===== config.mk =====
export PLATFORM = sky130hd
export DESIGN_NAME = asos_sqrt_cell
export DESIGN_NICKNAME = d
export VERILOG_FILES = /design/src/design/asos_pkg.sv /design/src/design/asos_sqrt_cell.sv
export SDC_FILE = /design/constraint.sdc
export NUM_CORES = 1
export LEC_CHECK = 0
export ABC_AREA = 1
export BUFFER_PORTS_ARGS = -buffer_cell sky130_fd_sc_hd__buf_2
export CORE_AREA = 2 2 175 177
export CTS_BUF_LIST = sky130_fd_sc_hd__clkbuf_4
export CTS_CLUSTER_SIZE = 16
export DETAILED_ROUTE_END_ITERATION = 16
export DIE_AREA = 0 0 177 179
export PLACE_DENSITY = 0.81
export RECOVER_POWER = 25
export SLEW_MARGIN = 20
export SYNTH_ARGS = -nofsm -noshare
export SYNTH_HDL_FRONTEND = slang
export SYNTH_SLANG_ARGS = --single-unit

===== constraint.sdc =====
create_clock -name clk_i -period 7.7 [get_ports clk_i]
set_clock_uncertainty 0.05 [all_clocks]
set_input_delay 1.54 -clock clk_i [delete_from_list [all_inputs] [get_ports clk_i]]
set_output_delay 1.54 -clock clk_i [all_outputs]
set_load 0.01 [all_outputs]

===== src/design/asos_pkg.sv =====
`timescale 1ns / 1ps
// ----------------------------------------------------------------------------
// asos_pkg
// Shared widths, Q30 angle constants and the CORDIC arctangent table.
// ----------------------------------------------------------------------------
package asos_pkg;

  localparam int QB     = 30;   // internal fraction bits
  localparam int W      = 36;   // CORDIC datapath width
  localparam int IN_W   = 24;
  localparam int SEP_W  = 22;
  localparam int VEC_W  = 32;   // sine, cosine, vector component width
  localparam int SQ_W   = 62;   // square root operand width
  localparam int SQ_STEPS = 31; // result bits of the root
  localparam int NUM_LANES = 4;

  localparam int LANE_POLAR_A   = 0;
  localparam int LANE_AZIMUTH_A = 1;
  localparam int LANE_POLAR_B   = 2;
  localparam int LANE_AZIMUTH_B = 3;

  localparam logic signed [W-1:0] PI_Q      = 36'sd3373259426;
  localparam logic signed [W-1:0] HALF_PI_Q = 36'sd1686629713;
  localparam logic signed [W-1:0] TWO_PI_Q  = 36'sd6746518852;
  localparam logic signed [W-1:0] GAIN_Q    = 36'sd652032874;
  localparam logic signed [W-1:0] ONE_Q     = 36'sd1073741824;

  localparam logic signed [W-1:0] ATAN_HEAD [10] = '{
    36'sd843314856, 36'sd497837829, 36'sd263043836, 36'sd133525158, 36'sd67021686,
    36'sd33543515, 36'sd16775850, 36'sd8388437, 36'sd4194282, 36'sd2097149
  };

  // atan(2^-i) in Q30, truncated
  function automatic logic signed [W-1:0] atan_q(input int i);
    logic signed [W-1:0] r;
    if (i < 10) begin
      r = ATAN_HEAD[i];
    end else if (i <= QB) begin
      r = (W'(1) <<< (QB - i)) - W'(1);
    end else begin
      r = '0;
    end
    return r;
  endfunction

endpackage


===== src/design/asos_sqrt_cell.sv =====
`timescale 1ns / 1ps
// ----------------------------------------------------------------------------
// asos_sqrt_cell
// One digit of the integer square root, carrying the dot product along.
// ----------------------------------------------------------------------------
module asos_sqrt_cell #(
  parameter int K = 0
) (
  input  logic                              clk_i,
  input  logic                              en_i,
  input  logic [asos_pkg::SQ_W-1:0]         rem_i,
  input  logic [asos_pkg::SQ_W-1:0]         res_i,
  input  logic signed [asos_pkg::VEC_W-1:0] d_i,
  input  logic                              clamp_i,
  output logic [asos_pkg::SQ_W-1:0]         rem_o,
  output logic [asos_pkg::SQ_W-1:0]         res_o,
  output logic signed [asos_pkg::VEC_W-1:0] d_o,
  output logic                              clamp_o
);
  import asos_pkg::*;

  localparam logic [SQ_W-1:0] BIT = SQ_W'(1) << (2 * K);

  logic [SQ_W-1:0] t, rem_d, res_d;

  always_comb begin
    t = res_i + BIT;
    if (rem_i >= t) begin
      rem_d = rem_i - t;
      res_d = (res_i >> 1) + BIT;
    end else begin
      rem_d = rem_i;
      res_d = res_i >> 1;
    end
  end

  always_ff @(posedge clk_i) begin
    if (en_i) begin
      rem_o   <= rem_d;
      res_o   <= res_d;
      d_o     <= d_i;
      clamp_o <= clamp_i;
    end
  end
endmodule


* Word level (Yosys, flattened, before mapping)
Cells that the tools add are included.
** Storage, ports and cells
- Register bits after elaboration :: 157
- Input bits :: 159
- Logic and storage cells :: 11
** Cells by class
- Add/sub/neg operators :: 3
- Order comparisons :: 1
- Muxes and demuxes :: 2
** Operators by type and width (number)
- $add 61x1->62 const B :: 1
- $add 62x1->62 const B :: 1
- $ge 62x62->1 :: 1
- $mux 62 :: 1
- $sub 62x62->62 :: 1
- $mux 61 :: 1

* Depth between registers and ports, before layout
Gate-level depths: netlist of run 1.
- Depth in word-level cells :: 3
- Depth in mapped cells :: 25
- Depth with buffers taken out :: 24

* Worst setup path before layout of run 1
OpenSTA, ideal clock, no wires.
- Path type :: in2reg
- Start :: input res_i[0] in the netlist's numbering
- End :: register res_o[21] in the netlist's numbering, data pin
- Arrival time :: 4412 ps
- Required time :: 7397 ps
- Slack :: 2985 ps
- Stages :: 25
- Buffers on the path :: 2
- Path through :: ha_1 nand2_1 nor2_1 nand2_1 nor2_2 nand2_1 nor3_2 nand2_1 xor2_1 ha_1 nand2_2 nor2_2 inv_2 nor2_2 nand2_1 nor2_1 nand2_1 nand3_2 nor2_4 nand2_8 inv_2 buf_6 buf_4 nand2_1 nand2_1
** On the way
- Cells in the longest elaborated chain, start to end :: 3
** Ends and longest elaborated chain
- from (decl) :: line asos_sqrt_cell.sv:12 : input logic [asos_pkg::SQ_W-1:0] res_i,
- $add 62x1->62 :: line asos_sqrt_cell.sv:27 : t = res_i + BIT;
- $ge 62x62->1 :: line asos_sqrt_cell.sv:28 : if (rem_i >= t) begin
- $mux 61 :: line asos_sqrt_cell.sv:28
- net res_d[21] :: line asos_sqrt_cell.sv:24 : logic [SQ_W-1:0] t, rem_d, res_d;
- to (signal assigned) :: line asos_sqrt_cell.sv:40 : res_o <= res_d;
- to (decl) :: line asos_sqrt_cell.sv:16 : output logic [asos_pkg::SQ_W-1:0] res_o,
The timed path passes the listed nets, and every way through them passes these cells.
A chain may end at the register's enable or synchronous reset.

* Worst setup path after layout of run 1
- Start :: input res_i[1] in the netlist's numbering
- End :: register res_o[2] in the netlist's numbering, data pin
** On the way
- Cells in the longest elaborated chain, start to end :: 3
- Elaborated cells between the ends (all ways) :: 4
- Classes of those cells :: 2 x add/sub; 1 x order compare; 1 x mux
** Ends and longest elaborated chain (line)
- $add 62x1->62 :: asos_sqrt_cell.sv:27
- $ge 62x62->1 :: asos_sqrt_cell.sv:28
- $mux 61 (*) :: asos_sqrt_cell.sv:28
- net res_d[2] :: asos_sqrt_cell.sv:24
Mark *: on every way through the listed nets, which the timed path passes. The rest lies on a longest branch.

==> summary.md, run 1 <==
| Metric | Value |
|---|---|
| Avg WL per Cell | roughly 20 µm |
| Slowest stage delay, CP | a little over 0.4 ns |
| Vias | 15.90k |
| Vias in the first global route | ~15k |
| Synth top area share | 0.3191 |
| H-tree depth | 4 |
| Setup violators final | 0 |
| Clock power frac | 0.199 |
| Synthesis warning total | 0 |
| Die height | ~180 µm |
| TritonCTS clock tree | built |
| GRT Overall Usage | 0.3766 |
| RSZ-0062 raised after global routing | no |
| Total iterations of the first detailed-routing run | 6 |
| Leakage power | 9.091 nW |
| Actual slew at the worst max-slew pin | about 4.7 ns |
| Kind of critical path | in -> reg |
| Top Ports | between 300 and 400 |
| Largest cells by area after synthesis | edfxtp_1, nand2_1, inv_1 |
| Total negative setup slack | 0 ns |
| Max Root-Sink Buffers | 2 |
| PnR Total Power | about 2.6 mW |
| Fillcell total | 3058 |
| CP Data Arrival Time | 6.64 ns |
| CP required | around 8 ns |
| P per Cell Area | approximately 150 mW/mm² |
| Worst hold margin | 1.029 ns |
| Critical path endpoint category | register |
| Seq pwr share | 0.434 |
| Detail Route Antenna Nets | 0 |
| TritonCTS Sinks | 157 |
| Outcome | finished with violations |
| Initial Util | 0.4920 |
| CP Launch Type | input port |
| Die width | between 150 and 200 µm |
| Site row count | between 60 and 70 |
| Most frequent cells in the layout | nand2_1, inv_1, buf_2, nor2_1, edfxtp_1 |
| Syn Area/Cell | between 6 and 7 µm² |
| Fin cells | between 3k and 4k |
| Post-CTS sizing | 0 |
| GRT overflow | 0 |
| Min-delay worst type | in -> reg |
| Dpl cells | 2992 |
| Tmin final | 6.299 ns |
| Layout cells sized above 1 | 0.1438 |
| Clock transition at path regs | roughly 0.17 ns |
| Max Fclk | between 150 and 200 MHz |
| GPL Wtd Cong | approximately 1.1 |
| Syn Inst Count | approximately 2.3k |
| Min-delay src | d_i[30] |
| Final WL | a little over 60000 µm |
| CP Launch Point | res_i[1] |
| Sw frac | 0.4087 |
| Max cap viols | 1 |
| Clock root buffer | clkbuf_4 |
| Failing checks | capacitance limit, slew limit |
| Num CTS Buffers | 17 |
| Maximum VDD drop | 121.0 µV |
| Antenna violations before repair | 1 |
| Port Buffers | between 300 and 400 |
| Placed instance area | between 0.015 and 0.02 mm² |
| Post-CTS Hold Buffers | 0 |
| Delay-heaviest family, CP | simple AND/OR/NAND/NOR gates |
| Syn_nets | around 2.5k |
| Cell taking the most area after synthesis | edfxtp_1 |
| Headroom to the max-slew limit | -2.129 |
| Register area share after synthesis | 0.3191 |
| Final net count | between 2k and 3k |
| Remaining DRCs | 0 |
| CP dominant cell by count | nand2_1 |
| Netlist cell types | 36 |
| P_int | 1.515 mW |
| Final hold violation count | 0 |
| First-pass GRT wire length | a little under 90000 µm |
| Net switching power | 1.047 mW |
| Crit-path max FO | 91 |
| Area delta synth->final | 14.79% |
| Fin. max-slew vios | between 70 and 80 |
| Setup WS pre-CTS | between 1 and 1.5 ns |
| DP HPWL | 51090 µm |
| Initial DRC count | 1426 |
| Die area | ~0.032 mm² |
| Most common cell after layout, fill and taps aside | nand2_1 |
| Setup ws final | roughly 1.4 ns |
| Synthesized flop and latch total | around 160 |
| Finished Cell Area | 0.01696 mm² |
| Fin util | 0.5647 |
| Final worst-path cycle share | 0.8180 |
| Post-CTS Setup Inserts | 0 |
| Core area | 0.03003 mm² |
| Vias/cell | between 5 and 6 |
| Critical-path top delay cell | nand2_8 |
| Synth Cell Area | 0.01477 mm² |
| Largest net degree at the start of global routing | a little over 90 |
| Logic pwr share | 0.368 |
| CP bufs+invs | 2 |
-- registers in the layout (all words and copies together), names as in the netlist --
signal and flops:
clamp_o 1, d_o 32, rem_o 62, res_o 62
-- cell usage after synthesis --
cell	number
nand3_2	2
and2_1	6
nor3_1	45
o21ai_0	60
or2_2	1
and3_1	2
nor4_1	7
nor2_2	10
nand2_1	937
nand4_1	30
xor2_1	141
o21bai_1	1
edfxtp_1	157
clkbuf_1	9
o211ai_1	1
nand2_8	1
inv_1	431
buf_6	5
fa_1	1
nor3_2	2
nand2_2	4
nor3b_1	2
nor2_1	174
xnor2_1	4
nand3b_1	9
buf_4	13
inv_2	10
ha_1	64
a21oi_2	1
nor2_4	3
o21ai_1	4
a21oi_1	38
nor2b_1	1
buf_2	1
nor3_4	1
nand3_1	123
-- layout make-up --
class / count / area, µm² / area share
Tap cell: 396 / 495.5 / 0.02922
Clock buffer: 17 / 127.6 / 0.007526
Timing Repair Buffer: 323 / 1623 / 0.09570
Sequential cell: 157 / 4715 / 0.2780
Multi-Input combinational cell: 1675 / 8210 / 0.4842
Inverter: 441 / 1655 / 0.09762
Antenna cell: 1 / 2.502 / 0.0001476
Clock inverter: 15 / 128.9 / 0.007600
-- logic make-up (layout without fill, tap and decap cells) --
family          count (synthesis)  count (layout)  synth area share
simple gates                 1360            1360            0.3781
buf+inv                       469             796            0.1251
flops                         157             157            0.3191
xor+xnor                      145             145           0.08597
compound gates                105             105           0.03617
fa+ha+maj                      65              65           0.05556
other cells                     0               1                 0
-- metal layers --
layer | track usage | share of wire | routed length [µm]
met5 | 0 | 0 | 0
met4 | 0.2118 | 0.063 | 3783
met3 | 0.04432 | 0.075 | 4530
met2 | 0.6402 | 0.46 | 27910
met1 | 0.4640 | 0.40 | 24100
-- power by group through the flow --
stage / clock [mW] / combinational [mW] / sequential [mW]
after floorplan: 0 / 0.506 / 1.18
after global placement: 0 / 0.906 / 1.13
after detailed placement: 0 / 0.922 / 1.13
after CTS: 0.509 / 0.926 / 1.11
after global routing: 0.541 / 1.04 / 1.12
final: 0.509 / 0.943 / 1.11
-- worst paths after layout --
| check | endpoint | cells past startpoint |
|---|---|---|
| worst min-delay path | d_o[30]$_DFFE_PP_ | 1 |
| worst max-delay path | res_o[2]$_DFFE_PP_ | 25 |
Power figures use the tool's default switching activity.
==> run 2: changes to the inputs <==
- ABC_AREA: 1 -> 0
- CORE_AREA: 2 2 175 177 -> 2 2 157 159
- DIE_AREA: 0 0 177 179 -> 0 0 159 161
- PLACE_DENSITY: 0.81 -> 0.85
- clock period: 7.7 -> 5.2 ns (I/O delays scaled with it)
==> run 2 against run 1 <==
Against the previous run: the flow still finishes with violations (capacitance limit, slew limit); die area down 19%; clock power rose by 60%; core utilization rose by 12 points; synthesized cell count shrank 44%; flip-flop and latch count unchanged; sequential power up 44%; critical path depth down 3.
==> summary.md, run 2 <==
| Metric | Value |
|---|---|
| Synthesis warning total | 0 (unchanged) |
| Max Fclk | roughly 190 MHz |
| Critical-path top delay cell | a221oi_4 (was nand2_8) |
| Most common cell after layout, fill and taps aside | buf_4 (was nand2_1) |
| Area delta synth->final | 40.82% (was 14.79%) |
| Detail Route Antenna Nets | 0 (unchanged) |
| Die area | 0.02560 mm² (was 0.03168 mm²) |
| Die height | 161 µm (was 179 µm) |
| Maximum VDD drop | 141.6 µV (was 121.0 µV) |
| Setup WS pre-CTS | -0.7293 ns (was 1.031 ns) |
| First-pass GRT wire length | 67270 µm (was 86930 µm) |
| GPL Wtd Cong | 0.9727 (was 1.066) |
| Largest net degree at the start of global routing | 93 (was 92) |
| Remaining DRCs | 0 (unchanged) |
| Netlist cell types | 71 (was 36) |
| Syn_nets | 1508 (was 2525) |
| Register area share after synthesis | 0.4021 (was 0.3191) |
| Actual slew at the worst max-slew pin | 2.444 ns (was 4.694 ns) |
| GRT overflow | 0 (unchanged) |
| Initial Util | 0.4892 (was 0.4920) |
| EDFF count, synth | 157 (unchanged) |
| Failing checks | capacitance limit, slew limit (unchanged) |
| Num CTS Buffers | 17 (unchanged) |
| Post-CTS Hold Buffers | 0 (unchanged) |
| Outcome | finished with violations (unchanged) |
| Leakage power | 7.244 nW (was 9.091 nW) |
| CP Data Arrival Time | 5.43 ns (was 6.64 ns) |
| CP Launch Type | input port (unchanged) |
| Port Buffers | 315 (unchanged) |
| Delay-heaviest family, CP | simple AND/OR/NAND/NOR gates (unchanged) |
| CP dominant cell by count | a21o_1 (was nand2_1) |
| Clock root buffer | clkbuf_4 (unchanged) |
| Count leader, synth | edfxtp_1 (was nand2_1) |
| GRT Overall Usage | 0.3426 (was 0.3766) |
| Syn Area/Cell | 9.131 µm² (was 6.420 µm²) |
| DP HPWL | 36390 µm (was 51090 µm) |
| Register area | 0.004715 mm² (unchanged) |
| Vias in the first global route | 12.28k (was 15.03k) |
| Kind of critical path | in -> reg (unchanged) |
| Vias | 12.50k (was 15.90k) |
| Synth Cell Area | 0.01172 mm² (was 0.01477 mm²) |
| Seq pwr share | 0.422 (was 0.434) |
| Largest cells by area after synthesis | edfxtp_1, xnor2_1, ha_1 (was edfxtp_1, nand2_1, inv_1) |
| Layout cells sized above 1 | 0.3819 (was 0.1438) |
| Antenna violations before repair | 7 (was 1) |
| RSZ-0062 raised after global routing | yes (was no) |
| Vias/cell | 5.616 (was 5.255) |
| Clock transition at path regs | 0.20 ns (was 0.17 ns) |
| Synthesized flop and latch total | 157 (unchanged) |
| Die width | 159 µm (was 177 µm) |
| PnR Total Power | 3.792 mW (was 2.563 mW) |
| Synth top area share | 0.4021 (was 0.3191) |
| P per Cell Area | 229.7 mW/mm² (was 151.1 mW/mm²) |
| Max cap viols | 1 (unchanged) |
| TritonCTS Sinks | 157 (unchanged) |
| P_int | 2.395 mW (was 1.515 mW) |
| Most frequently used flop master after synthesis | edfxtp_1 (unchanged) |
| Setup violators final | 0 (unchanged) |
| Headroom to the max-slew limit | -0.6295 (was -2.129) |
| Initial DRC count | 1301 (was 1426) |
| CP bufs+invs | 3 (was 2) |
| Min-delay worst type | in -> reg (unchanged) |
| Final WL | 45320 µm (was 60320 µm) |
| CP Cell Sequence | buf_8 > ha_4 > nand3_4 > nor2_4 > nand3_4 > nor4_4 > buf_4 > nand3_4 > nor4_4 > nand4_1 > xnor2_2 > ha_4 > a21o_1 > a21o_1 > a21o_1 > a21o_1 > a221o_1 > a221oi_4 > and2_4 > buf_6 > nor3_1 > xnor2_1 |
| Net switching power | 1.398 mW (was 1.047 mW) |
| Fin. max-slew vios | 93 (was 78) |
| Core area | 0.02396 mm² (was 0.03003 mm²) |
| Async S/R FF share, synth | 0 (unchanged) |
| TritonCTS clock tree | built (unchanged) |
| Top flop regs | rem_o x62, res_o x62, d_o x32 (unchanged) |
| Setup ws final | 0.04536 ns (was 1.401 ns) |
| Total iterations of the first detailed-routing run | 5 (was 6) |
| Slowest stage delay, CP | 0.42 ns (was 0.41 ns) |
| H-tree depth | 4 (unchanged) |
| Logic pwr share | 0.363 (was 0.368) |
| Cell taking the most area after synthesis | edfxtp_1 (unchanged) |
| Total negative setup slack | 0 ns (unchanged) |
| Critical path endpoint category | register (unchanged) |
| Finished Cell Area | 0.01651 mm² (was 0.01696 mm²) |
| Fillcell total | 2001 (was 3058) |
| Max Root-Sink Buffers | 2 (unchanged) |
| Final worst-path cycle share | 0.9913 |
| Multi-input logic area | 0.006775 mm² (was 0.008210 mm²) |
| Sw frac | 0.3685 (was 0.4087) |
| CP required | 5.47 ns (was 8.04 ns) |
| Syn Inst Count | 1284 (was 2301) |
| Crit-path max FO | 7 (was 91) |
| Tmin final | ~5.2 ns |
| Clock power frac | 0.214 (was 0.199) |
| Avg WL per Cell | 20.37 µm (was 19.94 µm) |
| Most frequent cells after synthesis | edfxtp_1, a21oi_1, nand2_1 (was nand2_1, inv_1, nor2_1) |
| Site row count | 57 (was 64) |
| Most frequent cells in the layout | buf_4, buf_2, edfxtp_1, a21oi_1, nand2_1 (was nand2_1, inv_1, buf_2, nor2_1, edfxtp_1) |
| Top Ports | 316 (unchanged) |
| Placed instance area | 0.01599 mm² (was 0.01672 mm²) |
| Final hold violation count | 0 (unchanged) |
| Final net count | 2104 (was 2839) |
run 2: metrics by stage:
stage	util	std cells	hold slack, ns
after CTS	0.6797	2208	0.5218
after floorplan	-	1284	1.089
after global placement	0.6671	2176	1.166
final	0.6890	2225	0.5281
after global routing	0.6889	2224	0.5130
after detailed placement	0.6671	2176	1.168
run 2: final timing paths:
| check | start | end | slack (ns) | cells past startpoint |
|---|---|---|---|---|
| setup / recovery | res_i[1] | res_o[24]$_DFFE_PP_ | 0.05 | 22 |
| hold / removal | d_i[28] | d_o[28]$_DFFE_PP_ | 0.53 | 1 |
run 2: layout make-up:
cell class	instances	area share
Antenna cell	8	0.001213
Clock inverter	15	0.01016
Multi-Input combinational cell	1025	0.4104
Timing Repair Buffer	648	0.2534
Tap cell	324	0.02455
Clock buffer	17	0.007730
Inverter	31	0.007048
Sequential cell	157	0.2856
run 2: what timing repair did:
item | in CTS | in global routing
endpoints found under the setup margin | 2 | 90
setup buffers | 0 | 11
resized for setup | 1 | 33
pin swaps | 0 | 22
run 2: cells by family (layout without fill, tap and decap cells):
family                   Yosys count  after routing  share of synthesized area
AO/OA/AOI/OAI                    289            289                     0.1497
XOR/XNOR                         178            178                     0.1336
adder cells (fa/ha/maj)           65             65                    0.07001
buffers and inverters            102            711                    0.03895
flip-flops                       157            157                     0.4021
other                              0              8                          0
AND/OR/NAND/NOR                  493            493                     0.2055
run 2: metal layers:
| metal | GRT usage | vias to the layer above | routed length, µm |
|---|---|---|---|
| met5 | 0 | - | 0 |
| met4 | 0.1554 | 0 | 1947 |
| met3 | 0.05907 | 111 | 3975 |
| met2 | 0.5634 | 686 | 21020 |
| met1 | 0.4455 | 5830 | 18370 |
| li1 | - | 5868 | - |
run 2: power by group through the flow:
stage          sequential, mW  combinational, mW  clock [mW]
2_1_floorplan            1.69              0.600           0
3_3_place_gp             1.63               1.32           0
3_5_place_dp             1.63               1.33           0
4_1_cts                  1.60               1.34       0.814
5_1_grt                  1.61               1.48       0.852
6_report                 1.60               1.38       0.813
==> run 3: changes to the inputs <==
- HOLD_SLACK_MARGIN: not set -> 0.15
- PLACE_DENSITY: 0.85 -> 0.78
- REMOVE_ABC_BUFFERS: not set -> 1
==> run 3 against run 2 <==
Against the previous run: the flow still finishes with violations (capacitance limit, slew limit); worst hold slack better by 0.0034 ns; global-route usage is 0.21 points lower; flip-flop and latch count stayed put; final cell count is 1.4% higher; die area stayed put; via count is 0.98% higher; cell area is 2.4% higher; critical path type unchanged; largest cell class unchanged.
==> summary.md, run 3 (synthesized netlist as in run 2, its figures left out) <==
| Metric | Value |
|---|---|
| Hold Path Stages | 1 (unchanged) |
| PnR Total Power | 3.890 mW (was 3.792 mW) |
| Final worst-path cycle share | 0.9815 (was 0.9913) |
| First-pass GRT wire length | 67360 µm (was 67270 µm) |
| Max Fclk | 195.9 MHz (was 194.0 MHz) |
| Vias/cell | 5.591 (was 5.616) |
| Setup ws final | 0.09627 ns (was 0.04536 ns) |
| Leakage power | 7.439 nW (was 7.244 nW) |
| Total iterations of the first detailed-routing run | 6 (was 5) |
| Layout cells sized above 1 | 0.4048 (was 0.3819) |
| GRT overflow | 0 (unchanged) |
| Max cap viols | 1 (unchanged) |
| Finished Cell Area | 0.01691 mm² (was 0.01651 mm²) |
| Vias | 12.62k (was 12.50k) |
| Detail Route Antenna Nets | 0 (unchanged) |
| Site row count | 57 (unchanged) |
| Maximum VDD drop | 134.1 µV (was 141.6 µV) |
| Failing checks | capacitance limit, slew limit (unchanged) |
| Core area | 0.02396 mm² (unchanged) |
| Critical path endpoint category | register (unchanged) |
| Crit-path max FO | 4 (was 7) |
| Min-delay src | d_i[31] (was d_i[28]) |
| Tmin final | 5.104 ns (was 5.155 ns) |
| Kind of critical path | in -> reg (unchanged) |
| GRT Overall Usage | 0.3405 (was 0.3426) |
| Clock root buffer | clkbuf_4 (unchanged) |
| Headroom to the max-slew limit | -1.670 (was -0.6295) |
| Die height | 161 µm (unchanged) |
| Setup WS pre-CTS | -0.9178 ns (was -0.7293 ns) |
| Fin. max-slew vios | 67 (was 93) |
| Fin cells | 2257 (was 2225) |
| Top flop regs | rem_o x62, res_o x62, d_o x32 (unchanged) |
| CP required | 5.55 ns (was 5.47 ns) |
| TritonCTS Sinks | 157 (unchanged) |
| Initial DRC count | 1221 (was 1301) |
| Remaining DRCs | 0 (unchanged) |
| Die area | 0.02560 mm² (unchanged) |
| Final net count | 2143 (was 2104) |
| Avg WL per Cell | 20.07 µm (was 20.37 µm) |
| Post-CTS Hold Buffers | 0 (unchanged) |
| DP HPWL | 36460 µm (was 36390 µm) |
| Setup violators final | 0 (unchanged) |
| Outcome | finished with violations (unchanged) |
| TritonCTS clock tree | built (unchanged) |
| Die width | 159 µm (unchanged) |
| H-tree depth | 4 (unchanged) |
| CP Data Arrival Time | 5.46 ns (was 5.43 ns) |
| Most frequent cells in the layout | buf_4, buf_2, edfxtp_1, a21oi_1, nand2_1 (unchanged) |
| Hold Path End | d_o[31]$_DFFE_PP_ (was d_o[28]$_DFFE_PP_) |
| Most common cell after layout, fill and taps aside | buf_4 (unchanged) |
| Actual slew at the worst max-slew pin | 4.005 ns (was 2.444 ns) |
| CP Launch Type | input port (unchanged) |
| Num CTS Buffers | 17 (unchanged) |
| Dpl cells | 2217 (was 2176) |
| Clock transition at path regs | 0.18 ns (was 0.20 ns) |
| Worst hold margin | 0.5315 ns (was 0.5281 ns) |
| Max Root-Sink Buffers | 2 (unchanged) |
| Final hold violation count | 0 (unchanged) |
| Placed instance area | 0.01618 mm² (was 0.01599 mm²) |
| Initial Util | 0.4892 (unchanged) |
| Final WL | 45310 µm (was 45320 µm) |
| P per Cell Area | 230.0 mW/mm² (was 229.7 mW/mm²) |
| GPL Wtd Cong | 1.031 (was 0.9727) |
| Top Ports | 316 (unchanged) |
| Area delta synth->final | 44.25% (was 40.82%) |
| Min-delay worst type | in -> reg (unchanged) |
| Port Buffers | 315 (unchanged) |
| Vias in the first global route | 12.09k (was 12.28k) |
| Largest net degree at the start of global routing | 92 (was 93) |
| Antenna violations before repair | 1 (was 7) |
[run 3: changes by cell type in the layout (fill, tap and decap cells not counted), sizes merged]
| cell | change |
|---|---|
| bufinv | +1 |
| buf | +38 |
| inv | -1 |
| nand2 | +1 |
| diode | -7 |
[run 3: stage by stage]
stage                 util   TNS, ns
floorplan                -   -145.85
global placement    0.6752    -63.22
detailed placement  0.6752    -79.71
CTS                 0.6908  -0.02924
global route        0.7057   -0.4086
finish              0.7057         0
[run 3: routing by layer]
layer,global-route usage,routed length [µm],vias to the layer above
li1,-,-,5945
met1,0.4639,19020,5980
met2,0.5751,21440,597
met3,0.03801,3347,96
met4,0.1029,1499,0
met5,0,0,-
[run 3: area by class of cell]
class,count,area (µm²)
antenna,1,2.502
tap,324,405.4
multi-input combinational,1026,6843
fill,1980,7052
sequential,157,4715
inverter,31,116.4
timing repair buffer,686,4507
clock inverter,15,195.2
clock buffer,17,127.6
[run 3: worst max path at each step]
stage | from | to | slack [ns] | depth (start not counted)
2_1_floorplan | res_i[1] | res_o[57]$_DFFE_PP_ | -1.44 | 19
6_report | res_i[1] | rem_o[56]$_DFFE_PP_ | 0.1 | 22
3_3_place_gp | res_i[1] | rem_o[56]$_DFFE_PP_ | -0.83 | 22
3_5_place_dp | res_i[1] | rem_o[56]$_DFFE_PP_ | -0.92 | 22
5_1_grt | res_i[1] | rem_o[31]$_DFFE_PP_ | -0.05 | 26
4_1_cts | res_i[1] | rem_o[56]$_DFFE_PP_ | -0.03 | 22
[run 3: timing repair]
item | 4_1_cts | 5_1_grt
buffers inserted | 0 | 3
gates resized for setup | 10 | 55
pin swaps | 1 | 20
cloned | 0 | 4
endpoints found under the setup margin | 74 | 124
[run 3: power by group]
group	total [mW]	switching, mW	leakage [nW]	internal (mW)
combinational	1.44	0.789	5.73	0.650
clock	0.858	0.584	0.172	0.274
sequential	1.59	0.0355	1.54	1.56
[run 3: critical path, stage by stage]
cell and delay [ns]:
buf_2 0.10, ha_2 0.19, nand3_2 0.12, nor2_4 0.20, and3_4 0.22, nand2_2 0.05
or3_4 0.39, buf_4 0.15, nor2_2 0.11, nand3_2 0.11, xor2_2 0.31, ha_1 0.29
buf_4 0.16, a21o_1 0.20, a21o_1 0.18, a21o_1 0.19, a311o_1 0.33, a211o_1 0.29
or3_4 0.36, a41oi_2 0.18, xor2_1 0.18, a21oi_1 0.09
